===== src/sv/ucs_pkg.sv =====
`timescale 1ns / 1ps
// ----------------------------------------------------------------------------
// ucs_pkg
// Shared constants, types and helpers for the URL component splitter.
// ----------------------------------------------------------------------------
package ucs_pkg;

    localparam int MAX_LEN_DEF = 4096;

    localparam int LEN_W = 13;
    localparam int OFS_W = 12;

    localparam logic [7:0] CHAR_COLON = 8'h3A;
    localparam logic [7:0] CHAR_SLASH = 8'h2F;
    localparam logic [7:0] CHAR_AT    = 8'h40;

    // progress through the "://" marker
    localparam logic [1:0] MARK_NONE   = 2'd0;
    localparam logic [1:0] MARK_COLON  = 2'd1;
    localparam logic [1:0] MARK_SLASH1 = 2'd2;

    // length of the "file://" prefix
    localparam logic [2:0] FILE_LEN = 3'd7;

    typedef struct packed {
        logic [LEN_W-1:0] protocol_len;
        logic             has_address;
        logic [LEN_W-1:0] path_start;
        logic             has_login;
        logic [OFS_W-1:0] at_offset;
        logic             has_password;
        logic [OFS_W-1:0] colon_offset;
        logic [LEN_W-1:0] total_len;
        logic             too_long;
    } t_result;

    function automatic logic [7:0] f_file_char(input logic [2:0] idx);
        logic [7:0] ch;
        case (idx)
            3'd0:    ch = 8'h66; // f
            3'd1:    ch = 8'h69; // i
            3'd2:    ch = 8'h6C; // l
            3'd3:    ch = 8'h65; // e
            3'd4:    ch = CHAR_COLON;
            3'd5:    ch = CHAR_SLASH;
            3'd6:    ch = CHAR_SLASH;
            default: ch = 8'h00;
        endcase
        return ch;
    endfunction

endpackage


===== src/sv/ucs_if.sv =====
`timescale 1ns / 1ps
// ----------------------------------------------------------------------------
// ucs_if
// Valid/ready channels: URL bytes in, split offsets out.
// ----------------------------------------------------------------------------
interface ucs_in_if;
    logic       valid;
    logic       ready;
    logic [7:0] char_in;
    logic       byte_valid;
    logic       last;

    modport source (output valid, char_in, byte_valid, last, input ready);
    modport sink   (input valid, char_in, byte_valid, last, output ready);
endinterface

interface ucs_out_if;
    logic        valid;
    logic        ready;
    logic [12:0] protocol_len;
    logic        has_address;
    logic [12:0] path_start;
    logic        has_login;
    logic [11:0] at_offset;
    logic        has_password;
    logic [11:0] colon_offset;
    logic [12:0] total_len;
    logic        too_long;

    modport source (
        output valid, protocol_len, has_address, path_start, has_login, at_offset,
               has_password, colon_offset, total_len, too_long,
        input  ready
    );
    modport sink (
        input  valid, protocol_len, has_address, path_start, has_login, at_offset,
               has_password, colon_offset, total_len, too_long,
        output ready
    );
endinterface


===== src/sv/ucs_tracker.sv =====
`timescale 1ns / 1ps
// ----------------------------------------------------------------------------
// ucs_tracker
// Per-URL scan state: byte count, protocol marker, first slash, at and colon.
// ----------------------------------------------------------------------------
module ucs_tracker import ucs_pkg::*; #(
    parameter int MAX_LEN = MAX_LEN_DEF
) (
    input  logic       i_clk,
    input  logic       i_rst_n,
    input  logic       i_take,
    input  logic [7:0] i_char,
    input  logic       i_byte_valid,
    input  logic       i_last,
    output t_result    o_result
);

    localparam int CW = $clog2(MAX_LEN + 1);

    logic [CW-1:0] r_count,  n_count;
    logic [1:0]    r_marker, n_marker;
    logic          r_proto,  n_proto;
    logic [CW-1:0] r_proto_len, n_proto_len;
    logic [2:0]    r_file_ok, n_file_ok;
    logic          r_slash,  n_slash;
    logic [CW-1:0] r_slash_pos, n_slash_pos;
    logic          r_at,     n_at;
    logic [CW-1:0] r_at_pos, n_at_pos;
    logic          r_colon,  n_colon;
    logic [CW-1:0] r_colon_pos, n_colon_pos;
    logic          r_ovf,    n_ovf;

    logic          is_file;
    logic          has_addr;
    logic          has_log;
    logic          has_pw;

    always_comb begin
        n_count     = r_count;
        n_marker    = r_marker;
        n_proto     = r_proto;
        n_proto_len = r_proto_len;
        n_file_ok   = r_file_ok;
        n_slash     = r_slash;
        n_slash_pos = r_slash_pos;
        n_at        = r_at;
        n_at_pos    = r_at_pos;
        n_colon     = r_colon;
        n_colon_pos = r_colon_pos;
        n_ovf       = r_ovf;

        if (i_byte_valid) begin
            if (r_count >= CW'(MAX_LEN)) begin
                n_ovf = 1'b1;
            end else begin
                if (CW'(r_file_ok) == r_count && r_count < CW'(FILE_LEN)
                        && i_char == f_file_char(r_file_ok)) begin
                    n_file_ok = r_file_ok + 3'd1;
                end
                if (!r_proto) begin
                    if (i_char == CHAR_COLON) begin
                        n_marker = MARK_COLON;
                    end else if (i_char == CHAR_SLASH && r_marker == MARK_COLON) begin
                        n_marker = MARK_SLASH1;
                    end else if (i_char == CHAR_SLASH && r_marker == MARK_SLASH1) begin
                        n_marker    = MARK_NONE;
                        n_proto     = 1'b1;
                        n_proto_len = CW'(r_count + 1'b1);
                    end else begin
                        n_marker = MARK_NONE;
                    end
                end else if (!r_slash) begin
                    if (i_char == CHAR_SLASH) begin
                        n_slash     = 1'b1;
                        n_slash_pos = r_count;
                    end else if (i_char == CHAR_AT && !r_at) begin
                        n_at     = 1'b1;
                        n_at_pos = r_count;
                    end else if (i_char == CHAR_COLON && !r_at && !r_colon) begin
                        n_colon     = 1'b1;
                        n_colon_pos = r_count;
                    end
                end
                n_count = CW'(r_count + 1'b1);
            end
        end
    end

    always_comb begin
        is_file  = (n_proto_len == CW'(FILE_LEN)) && (n_file_ok == FILE_LEN);
        has_addr = n_proto && !is_file && n_slash;
        has_log  = has_addr && n_at;
        has_pw   = has_log && n_colon;

        o_result.protocol_len = LEN_W'(n_proto_len);
        o_result.has_address  = has_addr;
        o_result.path_start   = has_addr ? LEN_W'(n_slash_pos) : LEN_W'(n_proto_len);
        o_result.has_login    = has_log;
        o_result.at_offset    = has_log ? OFS_W'(n_at_pos) : '0;
        o_result.has_password = has_pw;
        o_result.colon_offset = has_pw ? OFS_W'(n_colon_pos) : '0;
        o_result.total_len    = LEN_W'(n_count);
        o_result.too_long     = n_ovf;
    end

    always_ff @(posedge i_clk) begin
        if (!i_rst_n || (i_take && i_last)) begin
            r_count     <= '0;
            r_marker    <= MARK_NONE;
            r_proto     <= 1'b0;
            r_proto_len <= '0;
            r_file_ok   <= '0;
            r_slash     <= 1'b0;
            r_slash_pos <= '0;
            r_at        <= 1'b0;
            r_at_pos    <= '0;
            r_colon     <= 1'b0;
            r_colon_pos <= '0;
            r_ovf       <= 1'b0;
        end else if (i_take) begin
            r_count     <= n_count;
            r_marker    <= n_marker;
            r_proto     <= n_proto;
            r_proto_len <= n_proto_len;
            r_file_ok   <= n_file_ok;
            r_slash     <= n_slash;
            r_slash_pos <= n_slash_pos;
            r_at        <= n_at;
            r_at_pos    <= n_at_pos;
            r_colon     <= n_colon;
            r_colon_pos <= n_colon_pos;
            r_ovf       <= n_ovf;
        end
    end

endmodule


===== src/sv/ucs_out_reg.sv =====
`timescale 1ns / 1ps
// ----------------------------------------------------------------------------
// ucs_out_reg
// Result register: holds one finished result until the sink takes it.
// ----------------------------------------------------------------------------
module ucs_out_reg import ucs_pkg::*; (
    input  logic       i_clk,
    input  logic       i_rst_n,
    input  logic       i_load,
    input  t_result    i_result,
    ucs_out_if.source  o_out
);

    logic    r_valid;
    t_result r_result;

    always_ff @(posedge i_clk) begin
        if (!i_rst_n) begin
            r_valid <= 1'b0;
        end else if (i_load) begin
            r_valid <= 1'b1;
        end else if (o_out.ready) begin
            r_valid <= 1'b0;
        end
    end

    always_ff @(posedge i_clk) begin
        if (i_load) begin
            r_result <= i_result;
        end
    end

    assign o_out.valid        = r_valid;
    assign o_out.protocol_len = r_result.protocol_len;
    assign o_out.has_address  = r_result.has_address;
    assign o_out.path_start   = r_result.path_start;
    assign o_out.has_login    = r_result.has_login;
    assign o_out.at_offset    = r_result.at_offset;
    assign o_out.has_password = r_result.has_password;
    assign o_out.colon_offset = r_result.colon_offset;
    assign o_out.total_len    = r_result.total_len;
    assign o_out.too_long     = r_result.too_long;

endmodule


===== src/sv/url_component_splitter.sv =====
`timescale 1ns / 1ps
// ----------------------------------------------------------------------------
// url_component_splitter
// Splits a byte-serial URL into protocol, login, password, host and path.
//
// Input channel i_in carries one URL byte per transfer; byte_valid = 0 marks
// a transfer without a byte (empty URL), last = 1 closes the URL.
// Output channel o_out carries one result per URL: the offsets of the
// protocol end, path start, first '@' and first ':' before it plus length and overflow.
// One byte is taken per cycle while i_in.ready is high; the scan state sits
// in one register bank updated by byte compares, so one transfer per cycle.
// The result is registered and shown on o_out in the cycle after the last transfer.
// A held result keeps i_in open only if o_out.ready is high in that cycle:
// a stalled receiver stalls the input after one result is waiting.
// Bytes past MAX_LEN are dropped and set too_long.
// Reset clears the scan state and empties the result register.
// ----------------------------------------------------------------------------
module url_component_splitter import ucs_pkg::*; #(
    parameter int MAX_LEN = MAX_LEN_DEF
) (
    input  logic      i_clk,
    input  logic      i_rst_n,
    ucs_in_if.sink    i_in,
    ucs_out_if.source o_out
);

    t_result result;
    logic    take;

    assign i_in.ready = !o_out.valid || o_out.ready;
    assign take       = i_in.valid && i_in.ready;

    ucs_tracker #(
        .MAX_LEN (MAX_LEN)
    ) u_tracker (
        .i_clk        (i_clk),
        .i_rst_n      (i_rst_n),
        .i_take       (take),
        .i_char       (i_in.char_in),
        .i_byte_valid (i_in.byte_valid),
        .i_last       (i_in.last),
        .o_result     (result)
    );

    ucs_out_reg u_out_reg (
        .i_clk    (i_clk),
        .i_rst_n  (i_rst_n),
        .i_load   (take && i_in.last),
        .i_result (result),
        .o_out    (o_out)
    );

endmodule

===== src/flat_wrapper.sv =====
// flat-port wrapper written by rule: the top's interface ports become plain ports
module url_component_splitter_flat import ucs_pkg::*;
#(
    parameter int MAX_LEN = MAX_LEN_DEF
)
  (i_clk, i_rst_n, i_in_valid, i_in_char_in, i_in_byte_valid, i_in_last, i_in_ready, o_out_valid, o_out_protocol_len, o_out_has_address, o_out_path_start, o_out_has_login, o_out_at_offset, o_out_has_password, o_out_colon_offset, o_out_total_len, o_out_too_long, o_out_ready);
  ucs_in_if i_in_i ();
  ucs_out_if o_out_i ();
  input  logic i_clk;
  input  logic i_rst_n;
  input wire logic [$bits(i_in_i.valid)-1:0] i_in_valid;
  input wire logic [$bits(i_in_i.char_in)-1:0] i_in_char_in;
  input wire logic [$bits(i_in_i.byte_valid)-1:0] i_in_byte_valid;
  input wire logic [$bits(i_in_i.last)-1:0] i_in_last;
  output wire logic [$bits(i_in_i.ready)-1:0] i_in_ready;
  output wire logic [$bits(o_out_i.valid)-1:0] o_out_valid;
  output wire logic [$bits(o_out_i.protocol_len)-1:0] o_out_protocol_len;
  output wire logic [$bits(o_out_i.has_address)-1:0] o_out_has_address;
  output wire logic [$bits(o_out_i.path_start)-1:0] o_out_path_start;
  output wire logic [$bits(o_out_i.has_login)-1:0] o_out_has_login;
  output wire logic [$bits(o_out_i.at_offset)-1:0] o_out_at_offset;
  output wire logic [$bits(o_out_i.has_password)-1:0] o_out_has_password;
  output wire logic [$bits(o_out_i.colon_offset)-1:0] o_out_colon_offset;
  output wire logic [$bits(o_out_i.total_len)-1:0] o_out_total_len;
  output wire logic [$bits(o_out_i.too_long)-1:0] o_out_too_long;
  input wire logic [$bits(o_out_i.ready)-1:0] o_out_ready;
  assign i_in_i.valid = i_in_valid;
  assign i_in_i.char_in = i_in_char_in;
  assign i_in_i.byte_valid = i_in_byte_valid;
  assign i_in_i.last = i_in_last;
  assign i_in_ready = i_in_i.ready;
  assign o_out_valid = o_out_i.valid;
  assign o_out_protocol_len = o_out_i.protocol_len;
  assign o_out_has_address = o_out_i.has_address;
  assign o_out_path_start = o_out_i.path_start;
  assign o_out_has_login = o_out_i.has_login;
  assign o_out_at_offset = o_out_i.at_offset;
  assign o_out_has_password = o_out_i.has_password;
  assign o_out_colon_offset = o_out_i.colon_offset;
  assign o_out_total_len = o_out_i.total_len;
  assign o_out_too_long = o_out_i.too_long;
  assign o_out_i.ready = o_out_ready;
  url_component_splitter #(.MAX_LEN(MAX_LEN)) u_core (.i_clk(i_clk), .i_rst_n(i_rst_n), .i_in(i_in_i), .o_out(o_out_i));
endmodule

===== config.mk =====
export PLATFORM = sky130hd
export DESIGN_NAME = url_component_splitter_flat
export DESIGN_NICKNAME = d
export VERILOG_FILES = /design/src/sv/ucs_pkg.sv /design/src/sv/ucs_if.sv /design/src/sv/ucs_tracker.sv /design/src/sv/ucs_out_reg.sv /design/src/sv/url_component_splitter.sv /design/src/flat_wrapper.sv
export SDC_FILE = /design/constraint.sdc
export NUM_CORES = 1
export LEC_CHECK = 0
export BUFFER_PORTS_ARGS = -buffer_cell sky130_fd_sc_hd__clkbuf_2
export CORE_MARGIN = 1
export CORE_UTILIZATION = 52
export CTS_BUF_LIST = sky130_fd_sc_hd__clkbuf_8 sky130_fd_sc_hd__clkbuf_16
export CTS_CLUSTER_SIZE = 16
export DETAILED_ROUTE_END_ITERATION = 10
export PLACE_DENSITY = 0.81
export SLEW_MARGIN = 20
export SYNTH_ARGS = -nofsm -noshare
export SYNTH_HDL_FRONTEND = slang
export SYNTH_SLANG_ARGS = --single-unit

===== constraint.sdc =====
create_clock -name i_clk -period 3.15 [get_ports i_clk]
set_clock_uncertainty 0.15 [all_clocks]
set_input_delay 0.4725 -clock i_clk [delete_from_list [all_inputs] [get_ports i_clk]]
set_output_delay 0.4725 -clock i_clk [all_outputs]
set_load 0.005 [all_outputs]

Word-level counts from Yosys, hierarchy flattened

Cells that the tools add are included.
Widths: inputs -> output; s select.

Flip-flop bits (word level): 141
Latch bits: 0
RAM bits: 0
Memory bits (read-only): 0
Bits of input ports: 14
Output and inout bits: 69
Word-level logic and storage cells: 131
Memories kept: 0

Add/sub/neg operators: 2
$mul: 0
Div/mod/pow operators: 0
Magnitude comparators: 2
Equal/unequal tests: 15
Shifts and indexed selects: 0
Muxes and demuxes: 63
Bitwise logic cells: 2
Reductions and logical operators: 25

Operators by type and width:

| kind                  | number |
|---|---|
| $mux 13               | 14 |
| $mux 12               | 13 |
| $pmux 7 s6            | 1 |
| $mux 1                | 28 |
| $eq 8x6->1 const B    | 2 |
| $mux 8                | 2 |
| $logic_and 1x1->1     | 14 |
| $add 13x1->13 const B | 1 |
| $eq 13x3->1 const B   | 1 |
| $eq 3x13->1           | 1 |
| $ge 13x13->1 const B  | 1 |
| $lt 13x3->1 const B   | 1 |
| $eq 3x3->1 const B    | 4 |
| $mux 3                | 3 |
| $eq 8x7->1 const B    | 1 |
| $eq 8x8->1            | 1 |
| $eq 3x2->1 const B    | 2 |
| $logic_not 1->1       | 5 |
| $mux 2                | 2 |
| $reduce_and 4->1      | 1 |
| $add 3x1->3 const B   | 1 |
| $eq 3x1->1 const B    | 1 |
| $logic_not 3->1       | 1 |
| $eq 2x1->1 const B    | 1 |
| 5 further kinds       | 7 |

Longest topological paths before layout

Word-level depth: 17
Gate-level depth with buffers: 11
Gate-level depth less buffers: 9

Cells and area by module

Synthesis repeated with hierarchy kept, for this count alone.

Cell total of the unflattened synthesis: 691
Area, all modules: 6655.1 um^2

Modules (own cells, without submodules):

| module                 | times used | cells each | area an instance (um^2) | sequential area each (um^2) |
|---|---|---|---|---|
| ucs_tracker            | 1          | 618        | 4575.6                  | 1461.4 |
| ucs_out_reg            | 1          | 70         | 2053.2                  | 2031.9 |
| url_component_splitter | 1          | 3          | 26.3                    | 0.0 |

Worst setup path before layout

OpenSTA, ideal clock, no wires.

Path type: register -> register
Start point: register u_core.u_tracker.r_file_ok[0]
End point: register u_core.u_out_reg.r_result, in the netlist u_core.u_out_reg.o_out.path_start[10] (data pin)
Library setup time: 0.260 ns
Arrival time: 2.645 ns
Required time: 2.740 ns
Slack: 0.095 ns
Stages on the path, launching flop included: 10
Path buffers: 1
Clock period less this slack: 3.055 ns
Path through: dfxtp_1 -> inv_1 -> ha_1 -> or4_4 -> or3_1 -> a211o_1 -> o21ai_2 -> nand2_2 -> buf_6 -> mux2_4

RTL lines:

| item                     | line               | text |
|---|---|---|
| start: declaration       | ucs_tracker.sv:24  | `logic [2:0] r_file_ok, n_file_ok;` |
| start signal: assignment | ucs_tracker.sv:125 | `r_file_ok <= n_file_ok;` |
| end signal: assignment   | ucs_out_reg.sv:29  | `r_result <= i_result;` |
| end: declaration         | ucs_out_reg.sv:15  | `t_result r_result;` |

Worst setup path in the final report

Start point: register u_core.u_tracker.r_file_ok[1]
End point: register u_core.u_out_reg.r_result, in the netlist u_core.u_out_reg.o_out.colon_offset[8] (data pin)

Longest elaborated chain between the ends: 17
Elaborated cells on any way between the ends: 26
Those cells by class: 1 x add/sub; 9 x eq/ne; 6 x mux; 10 x reduce/logical

Ends and longest elaborated chain:

| item                                | line              | text |
|---|---|---|
| $eq 3x3->1                          | ucs_pkg.sv:39     | `case (idx)` |
| $reduce_or 2->1 (no line)           | n/a               |  |
| $pmux 7 s6                          | ucs_pkg.sv:39     |  |
| $mux 8                              | ucs_tracker.sv:53 | `if (r_count >= CW'(MAX_LEN)) begin` |
| $mux 8                              | ucs_tracker.sv:52 | `if (i_byte_valid) begin` |
| $eq 8x8->1                          | ucs_tracker.sv:57 | `&& i_char == f_file_char(r_file_ok)) begin` |
| $logic_and 1x1->1                   | ucs_tracker.sv:57 |  |
| $mux 3                              | ucs_tracker.sv:56 | `if (CW'(r_file_ok) == r_count && r_count < CW'(FILE_LEN)` |
| $mux 3                              | ucs_tracker.sv:53 |  |
| $mux 3 (*)                          | ucs_tracker.sv:52 |  |
| $eq 3x3->1 (*)                      | ucs_tracker.sv:90 | `is_file = (n_proto_len == CW'(FILE_LEN)) && (n_file_ok == FILE_LEN);` |
| $logic_and 1x1->1 (*)               | ucs_tracker.sv:90 |  |
| $logic_not 1->1 (*)                 | ucs_tracker.sv:91 | `has_addr = n_proto && !is_file && n_slash;` |
| $logic_and 1x1->1 (*) (2 in series) | ucs_tracker.sv:91 |  |
| $logic_and 1x1->1 (*)               | ucs_tracker.sv:92 | `has_log = has_addr && n_at;` |
| $logic_and 1x1->1 (*)               | ucs_tracker.sv:93 | `has_pw = has_log && n_colon;` |

Mark *: on every way between the ends. The rest lies on a longest branch, timed or not. The select of a mux whose other input is x is not followed.
A chain may end at the register's enable or synchronous reset.

==> flow_summary.ini <==
[final_layout]
final_common_cell = nand2_1
multi_input_area_sq_mm = 0.00288
nets = 768
area_delta_synth_final_pct = 22.9
final_layout_size_suffix_gt1_share_pct = 26.7
diodes = 0
layout.cells.non_filler = 928
regArea_sq_mm = 0.00350
layout_common_cells = 88 x nand2_1, 82 x clkbuf_2, 72 x dfxtp_1, 67 x edfxtp_1, 66 x nor2_1
nFillCells = 888
final_core_util_pct = 66.1

[yosys]
ys_warn_count = 0
synth-seq-area-share_pct = 53.9
synth_area_sq_mm = 0.00648
synth_top_family_by_area = simple AND/OR/NAND/NOR gates
yosys.area_share.simple_pct = 19.3
yosys.area_share.xor_xnor_pct = 4.86
async_flop_share_pct = 0
synthFlopType = dfxtp_1
synth-edff-count = 67
synth-compound-area-share_pct = 8.59
syn_inst = 646
ys_types = 61
syn_avg_cell_area_sq_um = 10.0
muxShareOfSynthArea_pct = 8.36
synth_fp_nets = 667
synth_area_leaders = edfxtp_1 31%, dfxtp_1 23%, nand2_1 5.2%, mux2i_1 4.9%, a21oi_1 4.7%
synthAdderAreaFrac_pct = 1.35
synth_top_area_share_pct = 31.0
synth.largest_area_cell = edfxtp_1
ys_seq_elements = 141

[timing]
max_freq_ghz = 0.319
hold_viol = 0
min_period_ns = 3.14
worst_pin_slew_ns = 0.707
setup-tns-final_ns = 0
drv_slew = 0
setup_viol = 0
relSlewSlack_pct = 52.7
final.setup.worst_slack_ns = 0.0120
min_period_over_period_pct = 99.6
rsz0062_at_grt = true

[place]
port_buffers = 82
placed_cells = 891
gp_congestion = 0.936
dpl.hpwl_microns = 10500
place_ws_ns = -0.0785

[floorplan]
die_x_microns = 114
die_area_sq_mm = 0.0129
top_level_ports = 83
initial_core_util_pct = 53.7
num_rows = 40
core_area_sq_mm = 0.0121
die-height_microns = 114

[grt]
antenna_found_initial = 0
grt_max_degree = 68
grt_pass1_vias = 5216
grt_pass1_wl_microns = 25600
gr-total-overflow = 0
gr-usage-all-layers_pct = 25.8

[clock_tree]
path_clk_slew_ns = 0.06
clock_latency_ns = 0.42
cts.sink_count = 141
root_buffer = clkbuf_16
cts_tree = done
numCtsBuffers = 17
htreeDepth = 4
clockBufferDepth = 2

[pwr]
leakage_nw = 3.05
power_mw = 4.14
ir_worst_vdd_uv = 244
power_per_cell_area_mw_per_mm2 = 519

[route]
wl_per_cell_microns = 18.0
vias = 5423
drc = 0
ant_nets = 0
first_pass_iters = 5
routed_wl_microns = 16700
routed_via_density = 5.84
drtIter0Drc = 514

[worst_hold_path]
min_to = u_core.u_out_reg.o_out.valid
hold_path_depth = 2
worstHoldStart = i_rst_n
min_path_type = in2reg

[worst_setup_path]
critPathRequiredTime_ns = 3.17
slowest_stage = or4_4
r2r-start = u_core.u_tracker.r_file_ok[1]
worst_ep_arrival_time_ns = 3.16
r2r_slack_ns = 0.01
critPathLaunchType = flop
cp_max_fo = 6
endpoint_kind = flop
cpPeakStageDelay_ns = 0.54
crit_buf_inv = 1
crit_family = simple AND/OR/NAND/NOR gates
worstSetupPathType = reg2reg
path_cells = ha_1 > ha_2 > or4_4 > or3_4 > a211o_1 > o21ai_4 > buf_6 > a21oi_4 > and3_1
rr_endpoint = u_core.u_out_reg.o_out.colon_offset[8]
r2r_cells = 9

[flow_run]
drv_cap = 0

[run_status]
status = finished clean
-- synthesized netlist by cell type, drive strengths merged, types with 2 or more instances --
library cell	count
mux2	18
buf	21
and3	15
a21oi	62
xnor2	20
ha	7
dfxtp	74
inv	10
edfxtp	67
and2	3
clkbuf	24
a211oi	4
mux2i	32
nand4	8
or3	7
and4b	2
nor2	66
nor2b	18
nor3	12
a21o	3
or4	2
a31oi	2
nand3	12
or2	7
nand3b	3
xor2	16
nor4	3
o21ai	13
nand2b	3
nand2	90
-- final cells by class --
cell class,count,share of cell area (%)
flip-flops and latches,141,43.9
multi-input cells,452,36.1
repair buffers,124,9.47
clock buffers,18,5.51
well taps,168,2.64
clock inverters,14,1.87
inverters,11,0.518
-- metal layers --
metal | global-route usage, % | up-vias | wire (microns)
met3 | 5.26 | 58 | 1290
li1 | - | 2455 | -
met5 | 0 | - | 0
met4 | 12.3 | 0 | 677
met1 | 31.2 | 2607 | 6500
met2 | 44.2 | 303 | 8230
-- power by group --
part / switching, mW / leakage, nW / internal, mW / total [mW]
logic: 0.110 / 1.55 / 0.0631 / 0.173
clock network: 0.745 / 0.286 / 1.25 / 1.99
registers: 0.0144 / 1.22 / 1.95 / 1.97
total: 0.869 / 3.05 / 3.27 / 4.14
-- how the worst max path moves through the flow --
stage                                        startpoint                                endpoint  slack [ns]  cells past startpoint
after global placement    u_core.u_tracker.r_file_ok[1]    u_core.u_out_reg.o_out.path_start[4]        0.06                      8
after floorplan           u_core.u_tracker.r_file_ok[0]   u_core.u_out_reg.o_out.path_start[10]        0.09                      9
after detailed placement  u_core.u_tracker.r_file_ok[1]     u_core.u_out_reg.o_out.at_offset[3]       -0.08                     10
final                     u_core.u_tracker.r_file_ok[1]  u_core.u_out_reg.o_out.colon_offset[8]        0.01                      9
after global routing      u_core.u_tracker.r_file_ok[1]    u_core.u_out_reg.o_out.path_start[1]       -0.04                      9
after CTS                 u_core.u_tracker.r_file_ok[1]  u_core.u_out_reg.o_out.colon_offset[4]        0.01                      9
-- flip-flops by register name, summed over array words and instances, names as in the netlist, 12 cells and up --
name,count
u_core.u_out_reg.o_out.path_start,13
u_core.u_out_reg.o_out.protocol_len,13
u_core.u_out_reg.o_out.total_len,13
u_core.u_tracker.r_count,13
u_core.u_tracker.r_proto_len,13
u_core.u_tracker.r_slash_pos,13
u_core.u_out_reg.o_out.at_offset,12
u_core.u_out_reg.o_out.colon_offset,12
u_core.u_tracker.r_at_pos,12
u_core.u_tracker.r_colon_pos,12
-- metrics by stage --
stage                     cell area, sq um  hold slack (ns)
after floorplan                       6480            0.283
after global placement                7240            0.289
after detailed placement              7240            0.293
after CTS                             7840            0.159
after global routing                  7970            0.183
final                                 7970            0.159
-- repair_timing --
| action | CTS | global route |
|---|---|---|
| gates cloned | 0 | 3 |
| pin swaps | 0 | 13 |
| setup endpoints to repair | 37 | 36 |
| hold buffers | 0 | 0 |
| gates resized for setup | 2 | 22 |
| hold endpoints to repair | 0 | 0 |
| buffers inserted | 0 | 2 |
-- logic make-up after synthesis --
logic type | Yosys count
AOI/OAI and AO/OA | 96
buffers and inverters | 56
muxes | 50
and+or+nand+nor | 260
xor gates and xnor gates | 36
adders and majority gates | 7
DFF | 141
Note: power is estimated with default switching activity, not from simulation.
